### src/rtl/pid_pkg.sv
`default_nettype none
// ----------------------------------------------------------------------------
// pid_pkg: shared types and constants of the PID step block
// Widths, command and register codes, request structs and the
// controller to datapath command and status groups.
// ----------------------------------------------------------------------------
package pid_pkg;

    localparam int VALUE_W   = 16;
    localparam int GAIN_W    = 16;
    localparam int FRAC_W    = 8;
    localparam int INTEG_W   = VALUE_W + FRAC_W;
    localparam int MUL_A_W   = 34;
    localparam int MUL_B_W   = GAIN_W + 1;
    localparam int PROD_W    = MUL_A_W + MUL_B_W;
    localparam int ACC_W     = 52;
    localparam int DIFF_W    = VALUE_W + 1;
    localparam int QUO_W     = 32;
    localparam int DIV_CNT_W = 5;
    localparam int CFG_IDX_W = 2;

    localparam logic [DIV_CNT_W-1:0] DIV_LAST = DIV_CNT_W'(QUO_W - 1);

    localparam logic [1:0] CMD_COMPUTE = 2'd0;
    localparam logic [1:0] CMD_MANUAL  = 2'd1;
    localparam logic [1:0] CMD_AUTO    = 2'd2;

    localparam logic [CFG_IDX_W-1:0] CFG_OUT_MIN = 2'd0;
    localparam logic [CFG_IDX_W-1:0] CFG_OUT_MAX = 2'd1;
    localparam logic [CFG_IDX_W-1:0] CFG_P_ON_M  = 2'd2;

    typedef struct packed {
        logic [1:0]                command;
        logic signed [VALUE_W-1:0] measurement;
        logic signed [VALUE_W-1:0] setpoint;
        logic [GAIN_W-1:0]         kp_gain;
        logic [GAIN_W-1:0]         ki_gain;
        logic [GAIN_W-1:0]         kd_gain;
        logic [GAIN_W-1:0]         interval;
        logic signed [VALUE_W-1:0] manual_output;
    } t_in_item;

    typedef struct packed {
        logic signed [VALUE_W-1:0] drive;
        logic                      computed;
    } t_out_item;

    typedef enum logic [3:0] {
        OP_NONE = 4'd0,
        OP_MEI  = 4'd1,
        OP_MIV  = 4'd2,
        OP_ADI  = 4'd3,
        OP_MKP  = 4'd4,
        OP_ADP  = 4'd5,
        OP_CLI  = 4'd6,
        OP_MKD  = 4'd7,
        OP_DVI  = 4'd8,
        OP_DIV  = 4'd9,
        OP_OUT  = 4'd10,
        OP_FIN  = 4'd11
    } t_op;

    typedef struct packed {
        logic load;
        t_op  op;
    } t_dp_cmd;

    typedef struct packed {
        logic compute;
        logic div_done;
    } t_dp_sts;

endpackage
`default_nettype wire

### src/rtl/pid_dp.sv
`default_nettype none
// ----------------------------------------------------------------------------
// pid_dp: PID step datapath
// Request and configuration registers, controller state, one shared
// multiplier, accumulator, clamp logic, a restoring divider and the
// result register.
// ----------------------------------------------------------------------------
module pid_dp import pid_pkg::*; (
    input  wire logic                 i_clk,
    input  wire logic                 i_rst_n,
    input  wire t_in_item             i_in,
    input  wire logic                 i_cfg_we,
    input  wire logic [CFG_IDX_W-1:0] i_cfg_index,
    input  wire logic [VALUE_W-1:0]   i_cfg_data,
    input  wire t_dp_cmd              i_cmd,
    output t_dp_sts                   o_sts,
    output t_out_item                 o_out
);

    logic signed [VALUE_W-1:0] r_min, r_max;
    logic                      r_pom;
    logic                      r_auto;
    logic signed [INTEG_W-1:0] r_integ;
    logic signed [VALUE_W-1:0] r_prev, r_last;

    logic [1:0]                r_cmd;
    logic signed [VALUE_W-1:0] r_meas, r_man;
    logic [GAIN_W-1:0]         r_kp, r_ki, r_kd, r_ival;
    logic signed [DIFF_W-1:0]  r_err, r_dm;

    logic signed [PROD_W-1:0]  r_prod;
    logic signed [ACC_W-1:0]   r_acc;
    logic signed [MUL_A_W-1:0] r_pterm;
    logic signed [INTEG_W-1:0] r_ni;
    logic [VALUE_W-1:0]        r_rem;
    logic [QUO_W-1:0]          r_quo;
    logic                      r_neg;
    logic [DIV_CNT_W-1:0]      r_cnt;
    t_out_item                 r_out;

    logic signed [MUL_A_W-1:0] m_a;
    logic signed [MUL_B_W-1:0] m_b;
    logic signed [PROD_W-1:0]  m_prod;
    logic signed [ACC_W-1:0]   lo_q, hi_q, lo_v, hi_v, cli_c, drv_c, man_c;
    logic [QUO_W:0]            mag;
    logic [VALUE_W:0]          shifted;
    logic                      qbit;
    logic signed [QUO_W:0]     dterm;
    logic signed [VALUE_W-1:0] drv;

    function automatic logic signed [ACC_W-1:0] clamp(
        input logic signed [ACC_W-1:0] x,
        input logic signed [ACC_W-1:0] lo,
        input logic signed [ACC_W-1:0] hi
    );
        if (x > hi) begin
            return hi;
        end else if (x < lo) begin
            return lo;
        end
        return x;
    endfunction

    always_comb begin
        m_a = '0;
        m_b = '0;
        case (i_cmd.op)
            OP_MEI: begin
                m_a = {{(MUL_A_W-DIFF_W){r_err[DIFF_W-1]}}, r_err};
                m_b = {1'b0, r_ki};
            end
            OP_MIV: begin
                m_a = r_prod[MUL_A_W-1:0];
                m_b = {1'b0, r_ival};
            end
            OP_MKP: begin
                m_a = r_pom ? {{(MUL_A_W-DIFF_W){r_dm[DIFF_W-1]}}, r_dm}
                            : {{(MUL_A_W-DIFF_W){r_err[DIFF_W-1]}}, r_err};
                m_b = {1'b0, r_kp};
            end
            OP_MKD: begin
                m_a = {{(MUL_A_W-DIFF_W){r_dm[DIFF_W-1]}}, r_dm};
                m_b = {1'b0, r_kd};
            end
            default: begin
                m_a = '0;
                m_b = '0;
            end
        endcase
        m_prod = m_a * m_b;
    end

    always_comb begin
        lo_q  = {{(ACC_W-INTEG_W){r_min[VALUE_W-1]}}, r_min, {FRAC_W{1'b0}}};
        hi_q  = {{(ACC_W-INTEG_W){r_max[VALUE_W-1]}}, r_max, {FRAC_W{1'b0}}};
        lo_v  = {{(ACC_W-VALUE_W){r_min[VALUE_W-1]}}, r_min};
        hi_v  = {{(ACC_W-VALUE_W){r_max[VALUE_W-1]}}, r_max};
        cli_c = clamp(r_acc, lo_q, hi_q);
        drv_c = clamp(r_acc >>> FRAC_W, lo_v, hi_v);
        man_c = clamp({{(ACC_W-VALUE_W){r_man[VALUE_W-1]}}, r_man}, lo_v, hi_v);
        drv   = drv_c[VALUE_W-1:0];
        mag   = r_prod[PROD_W-1] ? (QUO_W+1)'(-r_prod[QUO_W:0]) : r_prod[QUO_W:0];
        shifted = {r_rem, r_quo[QUO_W-1]};
        qbit    = (shifted >= {1'b0, r_ival});
        dterm   = r_neg ? -$signed({1'b0, r_quo}) : $signed({1'b0, r_quo});
    end

    always_ff @(posedge i_clk) begin
        if (!i_rst_n) begin
            r_min   <= '0;
            r_max   <= VALUE_W'(255);
            r_pom   <= 1'b0;
            r_auto  <= 1'b0;
            r_integ <= '0;
            r_prev  <= '0;
            r_last  <= '0;
            r_cnt   <= '0;
        end else begin
            if (i_cfg_we) begin
                case (i_cfg_index)
                    CFG_OUT_MIN: r_min <= i_cfg_data;
                    CFG_OUT_MAX: r_max <= i_cfg_data;
                    CFG_P_ON_M:  r_pom <= i_cfg_data[0];
                    default:     ;
                endcase
            end
            if (i_cmd.op == OP_DVI) begin
                r_cnt <= '0;
            end else if (i_cmd.op == OP_DIV) begin
                r_cnt <= r_cnt + 1'b1;
            end
            if (i_cmd.op == OP_FIN) begin
                if (o_sts.compute) begin
                    r_integ <= r_ni;
                    r_last  <= drv;
                    r_prev  <= r_meas;
                end else if (r_cmd == CMD_AUTO) begin
                    if (!r_auto) begin
                        r_integ <= {man_c[VALUE_W-1:0], {FRAC_W{1'b0}}};
                        r_prev  <= r_meas;
                    end
                    r_auto <= 1'b1;
                end else if (r_cmd != CMD_COMPUTE) begin
                    r_auto <= 1'b0;
                end
            end
        end
    end

    always_ff @(posedge i_clk) begin
        if (i_cmd.load) begin
            r_cmd  <= i_in.command;
            r_meas <= i_in.measurement;
            r_man  <= i_in.manual_output;
            r_kp   <= i_in.kp_gain;
            r_ki   <= i_in.ki_gain;
            r_kd   <= i_in.kd_gain;
            r_ival <= (i_in.interval == '0) ? GAIN_W'(1) : i_in.interval;
            r_err  <= {i_in.setpoint[VALUE_W-1], i_in.setpoint}
                    - {i_in.measurement[VALUE_W-1], i_in.measurement};
            r_dm   <= {i_in.measurement[VALUE_W-1], i_in.measurement}
                    - {r_prev[VALUE_W-1], r_prev};
        end
        case (i_cmd.op)
            OP_MEI, OP_MIV, OP_MKP: r_prod <= m_prod;
            OP_ADI: r_acc <= {{(ACC_W-INTEG_W){r_integ[INTEG_W-1]}}, r_integ}
                           + {r_prod[PROD_W-1], r_prod};
            OP_ADP: begin
                if (r_pom) begin
                    r_acc   <= r_acc - {r_prod[PROD_W-1], r_prod};
                    r_pterm <= '0;
                end else begin
                    r_pterm <= r_prod[MUL_A_W-1:0];
                end
            end
            OP_CLI: r_ni <= cli_c[INTEG_W-1:0];
            OP_MKD: begin
                r_prod <= m_prod;
                r_acc  <= {{(ACC_W-INTEG_W){r_ni[INTEG_W-1]}}, r_ni}
                        + {{(ACC_W-MUL_A_W){r_pterm[MUL_A_W-1]}}, r_pterm};
            end
            OP_DVI: begin
                r_neg <= r_prod[PROD_W-1];
                r_quo <= mag[QUO_W-1:0];
                r_rem <= '0;
            end
            OP_DIV: begin
                r_rem <= qbit ? VALUE_W'(shifted - {1'b0, r_ival}) : shifted[VALUE_W-1:0];
                r_quo <= {r_quo[QUO_W-2:0], qbit};
            end
            OP_OUT: r_acc <= r_acc - {{(ACC_W-QUO_W-1){dterm[QUO_W]}}, dterm};
            OP_FIN: begin
                if (o_sts.compute) begin
                    r_out.drive    <= drv;
                    r_out.computed <= 1'b1;
                end else begin
                    r_out.drive    <= r_last;
                    r_out.computed <= 1'b0;
                end
            end
            default: ;
        endcase
    end

    assign o_sts.compute  = (r_cmd == CMD_COMPUTE) && r_auto;
    assign o_sts.div_done = (r_cnt == DIV_LAST);
    assign o_out          = r_out;

endmodule
`default_nettype wire

### src/rtl/pid_ctrl.sv
`default_nettype none
// ----------------------------------------------------------------------------
// pid_ctrl: PID step sequencer
// Steps the datapath through the multiply, clamp and divide sequence
// of one request and owns the request and result handshakes.
// ----------------------------------------------------------------------------
module pid_ctrl import pid_pkg::*; (
    input  wire logic    i_clk,
    input  wire logic    i_rst_n,
    input  wire logic    i_in_valid,
    output logic         o_in_stall,
    output logic         o_out_valid,
    input  wire logic    i_out_stall,
    output t_dp_cmd      o_cmd,
    input  wire t_dp_sts i_sts
);

    typedef enum logic [12:0] {
        S_IDLE = 13'b0000000000001,
        S_CHK  = 13'b0000000000010,
        S_MEI  = 13'b0000000000100,
        S_MIV  = 13'b0000000001000,
        S_ADI  = 13'b0000000010000,
        S_MKP  = 13'b0000000100000,
        S_ADP  = 13'b0000001000000,
        S_CLI  = 13'b0000010000000,
        S_MKD  = 13'b0000100000000,
        S_DVI  = 13'b0001000000000,
        S_DIV  = 13'b0010000000000,
        S_OUT  = 13'b0100000000000,
        S_FIN  = 13'b1000000000000
    } t_state;

    t_state r_state, n_state;
    logic   r_out_valid, n_out_valid;

    always_comb begin
        n_state    = r_state;
        o_cmd.load = 1'b0;
        o_cmd.op   = OP_NONE;
        case (r_state)
            S_IDLE: begin
                if (i_in_valid) begin
                    o_cmd.load = 1'b1;
                    n_state    = S_CHK;
                end
            end
            S_CHK: n_state = i_sts.compute ? S_MEI : S_FIN;
            S_MEI: begin
                o_cmd.op = OP_MEI;
                n_state  = S_MIV;
            end
            S_MIV: begin
                o_cmd.op = OP_MIV;
                n_state  = S_ADI;
            end
            S_ADI: begin
                o_cmd.op = OP_ADI;
                n_state  = S_MKP;
            end
            S_MKP: begin
                o_cmd.op = OP_MKP;
                n_state  = S_ADP;
            end
            S_ADP: begin
                o_cmd.op = OP_ADP;
                n_state  = S_CLI;
            end
            S_CLI: begin
                o_cmd.op = OP_CLI;
                n_state  = S_MKD;
            end
            S_MKD: begin
                o_cmd.op = OP_MKD;
                n_state  = S_DVI;
            end
            S_DVI: begin
                o_cmd.op = OP_DVI;
                n_state  = S_DIV;
            end
            S_DIV: begin
                o_cmd.op = OP_DIV;
                if (i_sts.div_done) begin
                    n_state = S_OUT;
                end
            end
            S_OUT: begin
                o_cmd.op = OP_OUT;
                n_state  = S_FIN;
            end
            S_FIN: begin
                if (!r_out_valid || !i_out_stall) begin
                    o_cmd.op = OP_FIN;
                    n_state  = S_IDLE;
                end
            end
            default: n_state = S_IDLE;
        endcase
        n_out_valid = (o_cmd.op == OP_FIN) || (r_out_valid && i_out_stall);
    end

    always_ff @(posedge i_clk) begin
        if (!i_rst_n) begin
            r_state     <= S_IDLE;
            r_out_valid <= 1'b0;
        end else begin
            r_state     <= n_state;
            r_out_valid <= n_out_valid;
        end
    end

    assign o_in_stall  = (r_state != S_IDLE);
    assign o_out_valid = r_out_valid;

`ifndef SYNTHESIS
    a_accept_stalls: assert property (@(posedge i_clk) disable iff (!i_rst_n)
        (i_in_valid && !o_in_stall) |=> o_in_stall)
        else $error("request accepted without the input side stalling");
    a_div_to_out: assert property (@(posedge i_clk) disable iff (!i_rst_n)
        (r_state == S_DIV && i_sts.div_done) |=> (r_state == S_OUT))
        else $error("divider finished but sequence did not advance");
    a_fin_valid: assert property (@(posedge i_clk) disable iff (!i_rst_n)
        (o_cmd.op == OP_FIN) |=> o_out_valid)
        else $error("result loaded without valid");
    a_fin_waits: assert property (@(posedge i_clk) disable iff (!i_rst_n)
        (r_state == S_FIN && r_out_valid && i_out_stall) |=> (r_state == S_FIN))
        else $error("pending result overwritten");
`endif

endmodule
`default_nettype wire

### src/rtl/pid_controller_step.sv
`default_nettype none
// ----------------------------------------------------------------------------
// pid_controller_step: fixed-point PID step with anti-windup
//
//   Channel   Direction   Handshake               Payload
//   request   in          i_in_valid/o_in_stall   i_in  (t_in_item)
//   result    out         o_out_valid/i_out_stall o_out (t_out_item)
//   config    in          i_cfg_we                i_cfg_index, i_cfg_data
//
// A compute request in automatic mode goes through eleven sequencing, multiply
// and output steps and 32 steps of the restoring divider before its result is
// valid; other requests go from the check step straight to the final step. One
// request is in work at a time; the next is accepted in the cycle after the
// result is loaded at the earliest. Reset is synchronous and active low. A result
// waiting on a stalled output holds the sequencer in its final step.
// ----------------------------------------------------------------------------
module pid_controller_step import pid_pkg::*; (
    input  wire logic                 i_clk,
    input  wire logic                 i_rst_n,
    input  wire logic                 i_in_valid,
    output logic                      o_in_stall,
    input  wire t_in_item             i_in,
    output logic                      o_out_valid,
    input  wire logic                 i_out_stall,
    output t_out_item                 o_out,
    input  wire logic                 i_cfg_we,
    input  wire logic [CFG_IDX_W-1:0] i_cfg_index,
    input  wire logic [VALUE_W-1:0]   i_cfg_data
);

    t_dp_cmd dp_cmd;
    t_dp_sts dp_sts;

    pid_ctrl u_ctrl (
        .i_clk       (i_clk),
        .i_rst_n     (i_rst_n),
        .i_in_valid  (i_in_valid),
        .o_in_stall  (o_in_stall),
        .o_out_valid (o_out_valid),
        .i_out_stall (i_out_stall),
        .o_cmd       (dp_cmd),
        .i_sts       (dp_sts)
    );

    pid_dp u_dp (
        .i_clk       (i_clk),
        .i_rst_n     (i_rst_n),
        .i_in        (i_in),
        .i_cfg_we    (i_cfg_we),
        .i_cfg_index (i_cfg_index),
        .i_cfg_data  (i_cfg_data),
        .i_cmd       (dp_cmd),
        .o_sts       (dp_sts),
        .o_out       (o_out)
    );

endmodule
`default_nettype wire
### config.mk
export PLATFORM = sky130hd
export DESIGN_NAME = pid_controller_step
export DESIGN_NICKNAME = d
export VERILOG_FILES = /design/src/rtl/pid_pkg.sv /design/src/rtl/pid_dp.sv /design/src/rtl/pid_ctrl.sv /design/src/rtl/pid_controller_step.sv
export SDC_FILE = /design/constraint.sdc
export NUM_CORES = 2
export LEC_CHECK = 0
export BUFFER_PORTS_ARGS = -buffer_cell sky130_fd_sc_hd__buf_2
export CAP_MARGIN = 20
export CORE_MARGIN = 3
export CORE_UTILIZATION = 39
export CTS_CLUSTER_DIAMETER = 150
export CTS_CLUSTER_SIZE = 12
export DETAILED_ROUTE_END_ITERATION = 6
export SKIP_LAST_GASP = 1
export SLEW_MARGIN = 20
export SYNTH_ARGS = -nofsm -noshare
export SYNTH_HDL_FRONTEND = slang
export SYNTH_SLANG_ARGS = --single-unit
export TNS_END_PERCENT = 20
### constraint.sdc
create_clock -name i_clk -period 10.8 [get_ports i_clk]
set_input_delay 1.62 -clock i_clk [delete_from_list [all_inputs] [get_ports i_clk]]
set_output_delay 1.62 -clock i_clk [all_outputs]
set_load 0.05 [all_outputs]
Yosys cells after proc, flatten, opt, wreduce, memory -nomap -nowiden

Index checks and enable logic that the tools add are counted.

Add/sub/neg operators: 10
$mul: 1
$lt $le $gt $ge: 7
Eq/ne operators: 34
Mux-type cells: 43
Bitwise logic cells: 2
Reductions and logical operators: 24

Operators by type and width:

| operator                                                | number |
|---|---|
| 52-bit one-hot mux with 4 select lines                  | 1 |
| 13-bit one-hot mux with 13 select lines                 | 1 |
| 16-bit 2-to-1 mux                                       | 10 |
| 24-bit 2-to-1 mux                                       | 6 |
| 34-bit one-hot mux with 4 select lines                  | 1 |
| 52-bit subtractor                                       | 2 |
| 16-bit one-hot mux with 4 select lines                  | 1 |
| 32-bit one-hot mux with 2 select lines                  | 1 |
| 24-bit by 51-bit adder with 52-bit output               | 1 |
| 52-bit by 24-bit > comparator with 1-bit output         | 1 |
| 52-bit by 24-bit less-than comparator with 1-bit output | 1 |
| 13-bit 2-to-1 mux                                       | 4 |
| 52-bit 2-to-1 mux                                       | 1 |
| 34-bit by 17-bit multiplier with 51-bit output          | 1 |
| 44-bit by 16-bit > comparator with 1-bit output         | 1 |
| 44-bit by 16-bit less-than comparator with 1-bit output | 1 |
| 4-bit one-hot mux with 11 select lines                  | 1 |
| 24-bit by 34-bit adder with 35-bit output               | 1 |
| 34-bit 2-to-1 mux                                       | 1 |
| 16-bit by 16-bit subtractor with 17-bit output          | 2 |
| 33-bit 2-to-1 mux                                       | 1 |
| 32-bit negator with 33-bit output                       | 1 |
| 32-bit 2-to-1 mux                                       | 1 |
| 32-bit negator                                          | 1 |
| 44 further kinds                                        | 78 |

Bits in registers: 468
Input port bits: 137
Output and inout bits: 19
Word-level logic and storage cells: 149

Logic depth before layout (Yosys ltp)

Depth after elaboration: 7
Gate-level depth with buffers: 37
Gate-level depth less buffers: 33

Hierarchy

A second synthesis with hierarchy kept.

Cell total of the unflattened synthesis: 5650
Area, all modules: 50822.5 um^2

Modules (own cells, without submodules):

| module   | times used | cells each | area an instance (um^2) | seq. area each (um^2) |
|---|---|---|---|---|
| pid_dp   | 1          | 5539       | 49905.4                 | 12682.2 |
| pid_ctrl | 1          | 111        | 917.1                   | 280.3 |

Worst setup path after synthesis

No wires, ideal clock.

Kind: register to register
Start: register u_ctrl.r_state[4]
End: register u_dp.r_prod[50] (data pin)
Library setup time: 0.260 ns
Arrival time: 8.984 ns
Data required time: 10.540 ns
Setup slack: 1.556 ns
Cell stages (with the launch flop): 35
Path buffers: 4
Clock period less this slack: 9.244 ns
Cells stage by stage: dfxtp_1 -> clkbuf_1 -> or2_2 -> nor4_1 -> nand2_1 -> or3_1 -> nor3b_1 -> a21o_1 -> buf_2 -> clkbuf_1 -> a22oi_1 -> nand2_1 -> clkbuf_1 -> nand2_1 -> fa_1 -> fa_1 -> fa_1 -> inv_1 -> fa_1 -> fa_1 -> inv_1 -> fa_1 -> inv_1 -> ha_1 -> o21ai_0 -> a21oi_1 -> a221o_1 -> a31oi_1 -> o21ai_0 -> a31oi_1 -> a21oi_1 -> a31oi_1 -> o41ai_1 -> a21oi_1 -> xnor2_1

Longest elaborated chain between the ends: 5
Elaborated cells on any way between the ends: 19
Classes of those cells: mul: 1; eq/ne: 15; mux: 3

RTL lines:

| what                                                                                                    | RTL line        | RTL |
|---|---|---|
| start: declaration                                                                                      | pid_ctrl.sv:34  | `t_state r_state, n_state;` |
| start signal: assignment                                                                                | pid_ctrl.sv:107 | `r_state <= n_state;` |
| 13-bit == test, or another cell as far along                                                            | pid_ctrl.sv:41  | `case (r_state)` |
| 4-bit one-hot mux with 11 select lines (*)                                                              | pid_ctrl.sv:41  |  |
| 4-bit by 3-bit == test with 1-bit output, or another cell as far along                                  | pid_dp.sv:67    | `case (i_cmd.op)` |
| 34-bit one-hot mux with 4 select lines / 16-bit one-hot mux with 4 select lines (equally long branches) | pid_dp.sv:67    |  |
| 34-bit by 17-bit multiplier with 51-bit output (*)                                                      | pid_dp.sv:90    | `m_prod = m_a * m_b;` |
| named net u_dp.m_prod[50]                                                                               | pid_dp.sv:43    | `logic signed [PROD_W-1:0] m_prod;` |
| end signal: assignment                                                                                  | pid_dp.sv:165   | `OP_MEI, OP_MIV, OP_MKP: r_prod <= m_prod;` |
| end signal: assignment                                                                                  | pid_dp.sv:178   | `r_prod <= m_prod;` |
| end: declaration                                                                                        | pid_dp.sv:31    | `logic signed [PROD_W-1:0] r_prod;` |

Mark *: on every way through the listed nets, which the timed path passes. The rest lies on a longest branch.
A chain may end at the register's enable or synchronous reset.

Worst setup path after layout

Ends and elaborated chain as after synthesis.

==> results.json <==
{
  "grt_pass1_vias": 40800,
  "yosysTopAreaCell": "edfxtp_1",
  "slew_violations": 0,
  "grt_pass1_wl_mm": 237,
  "clock_sinks": 468,
  "drtIter0Drc": 3319,
  "pre_cts_ws_ns": 0.793,
  "post-cts-setup-buffers": 0,
  "dieArea_um2": 135000,
  "netlist_top_cells_area": "edfxtp_1 21%, fa_1 21%, ha_1 10%",
  "syn_inst": 5662,
  "synthesis.nets": 6749,
  "yosysSeqAreaShare_pct": 25.5,
  "path_max_fanout": 11,
  "portBuffers": 155,
  "antenna_left": 0,
  "critPathLaunchType": "flip-flop",
  "status": "finished, final reports clean",
  "critical_path_class": "reg2reg",
  "drive_gt1_share_pct": 6.02,
  "antenna_found_initial": 2,
  "grt_start_max_net_pins": 82,
  "ys_async_sr_fraction_pct": 0,
  "viasPerCell": 5.46,
  "skew_ns": 0.0873,
  "dr.pass1.iters": 6,
  "wl_per_cell_um": 20.5,
  "switching_share_pct": 25.3,
  "hold_violations": 0,
  "leakage_nw": 24.2,
  "synth_common_cells": "793 x inv_1, 721 x nand2_1, 523 x fa_1",
  "clkLatencyLatePin_ns": 0.66,
  "r2r_start": "u_ctrl.r_state[4]",
  "htree_levels": 2,
  "syn_to_final_growth_pct": 7.86,
  "max_slew_margin_pct": 28.4,
  "critPathLaunch": "u_ctrl.r_state[4]",
  "clkTransAtPathRegs_ns": 0.07,
  "ys.flop_type": "edfxtp_1",
  "cp_slowest_stage_delay_ns": 0.59,
  "p_comb_share_pct": 7.8,
  "pwr-share-clk_pct": 40.4,
  "synth_top_area_share_pct": 21.2,
  "setup_violations": 0,
  "hpwl_mm": 121,
  "die_y_um": 367,
  "fmax_mhz": 99.4,
  "vias": 40600,
  "die_w_um": 367,
  "hold_class": "reg2reg",
  "arrival_ns": 10.45,
  "min_period_over_period_pct": 93.1,
  "cts-hold-fix-buffers": 0,
  "p_seq_share_pct": 51.8,
  "globalRouteOverflowTotal": 0,
  "cts_tree": "yes",
  "powerDensity_nw_per_um2": 71.3,
  "worstMarginPinSlew_ns": 1.07,
  "setup_slack_ns": 0.743,
  "synth_most_common_cell": "inv_1",
  "nFillCells": 12700,
  "crit_slowest_cell": "fa_1",
  "internal-power_w": 0.00293,
  "synth.avg_cell_area_um2": 9.00,
  "clockBufferDepth": 3,
  "core_um2": 129000,
  "timing.critical_path.to_type": "flip-flop",
  "cts_made_buffers": 46,
  "cp.required_ns": 11.20,
  "p_switching_w": 0.000990,
  "gp_congestion": 0.959,
  "fin_tns_setup_ns": 0,
  "synth_cell_type_count": 78,
  "routed_wl_mm": 152,
  "num_antenna_cells": 0,
  "cts-root-buf": "clkbuf_16",
  "ios": 156,
  "syn_area_um2": 50900,
  "yosys_register_bits": 468,
  "final_util_pct": 42.7,
  "cts_resized": 0,
  "drv_cap": 0,
  "drc_errors": 0,
  "rsz0062_at_grt": "false",
  "period_minus_slack_ns": 10.06,
  "nNetsFinal": 6752,
  "yosys_warnings": 0,
  "holdCritStartpoint": "u_dp.r_prev[5]",
  "crit_top_cell": "fa_1",
  "ir_drop_mv": 0.127,
  "row_count": 131,
  "synth-edff-count": 359,
  "floorplan.initialDensity_pct": 39.6,
  "grtUsageTotal_pct": 22.3
}
==> registers in the layout, indices dropped and copies added, names as in the netlist, 17 cells and up <==
signal	flops
u_dp.r_quo	32
u_dp.r_prod	51
u_dp.r_err	17
u_dp.r_pterm	34
u_dp.r_dm	17
u_dp.r_acc	52
u_dp.r_integ	24
u_dp.o_out	17
u_dp.r_ni	24
==> worst paths after layout <==
kind,depth (start not counted),endpoint,slack [ns]
setup / recovery,32,u_dp.r_prod[50],0.74
setup reg to reg,32,u_dp.r_prod[50],0.74
hold reg to reg,2,u_dp.r_prev[5],0.46
hold / removal,2,u_dp.r_prev[5],0.46
==> logic make-up (layout without fill, tap and decap cells) <==
kind of cell	count (synthesis)	after routing	synth area share, %
xor+xnor	255	255	4.38
mux	52	52	1.02
simple gates	1678	1678	15.0
fa+ha+maj	950	950	31.0
compound gates	1196	1196	15.2
flops	468	468	25.5
buf+inv	1063	1103	7.89
==> stage by stage <==
stage | power, W | cell area (um^2) | cells | hold slack, ns
3_5_place_dp | 0.00237 | 53600 | 7346 | 0.448
4_1_cts | 0.00397 | 54900 | 7431 | 0.460
2_1_floorplan | 0.00225 | 50900 | 5662 | 0.432
5_1_grt | 0.00407 | 54900 | 7431 | 0.470
3_3_place_gp | 0.00237 | 53600 | 7346 | 0.440
6_report | 0.00392 | 54900 | 7431 | 0.456
==> area by class of cell <==
type	count	area, um^2	area share [%]
inverter	795	2980	5.43
tap	1729	2160	3.94
clock inverter	6	92.6	0.169
clock buffer	79	1280	2.34
sequential	468	13000	23.6
multi-input combinational	4131	34100	62.2
timing repair buffer	223	1300	2.36
==> critical path: cells and delay by family (launching register included) <==
family                     cells  cell delay [ns]
adders and majority gates      7             3.58
and+or+nand+nor                9             2.81
AOI/OAI and AO/OA             10             2.31
buffers and inverters          5             0.58
DFF                            1             0.42
xor gates and xnor gates       1             0.08
==> power groups by stage <==
stage               sequential (W)  combinational, W  clock (W)
floorplan                  0.00205          0.000203          0
detailed placement         0.00207          0.000308          0
global placement           0.00207          0.000302          0
global route               0.00203          0.000345    0.00169
finish                     0.00203          0.000307    0.00158
CTS                        0.00203          0.000310    0.00163
==> layer usage <==
metal / routed length [um] / part of all wire (%) / GRT usage [%] / vias to the layer above
met3: 10400 / 6.8 / 3.52 / 249
li1: - / - / - / 19100
met4: 5800 / 3.8 / 7.69 / 0
met5: 0 / 0 / 0 / -
met1: 66800 / 44 / 30.2 / 19800
met2: 69100 / 45 / 36.1 / 1408
==> layout by cell type (no fill, tap or decap), types with 155 or more instances in the layout <==
cell type  count
edfxtp_1     359
nor2_1       401
buf_2        155
a21oi_1      354
fa_1         523
nand2_1      719
o21ai_0      219
a21o_1       162
ha_1         427
inv_1        793
No activity file was read; power rests on OpenSTA's default activity.
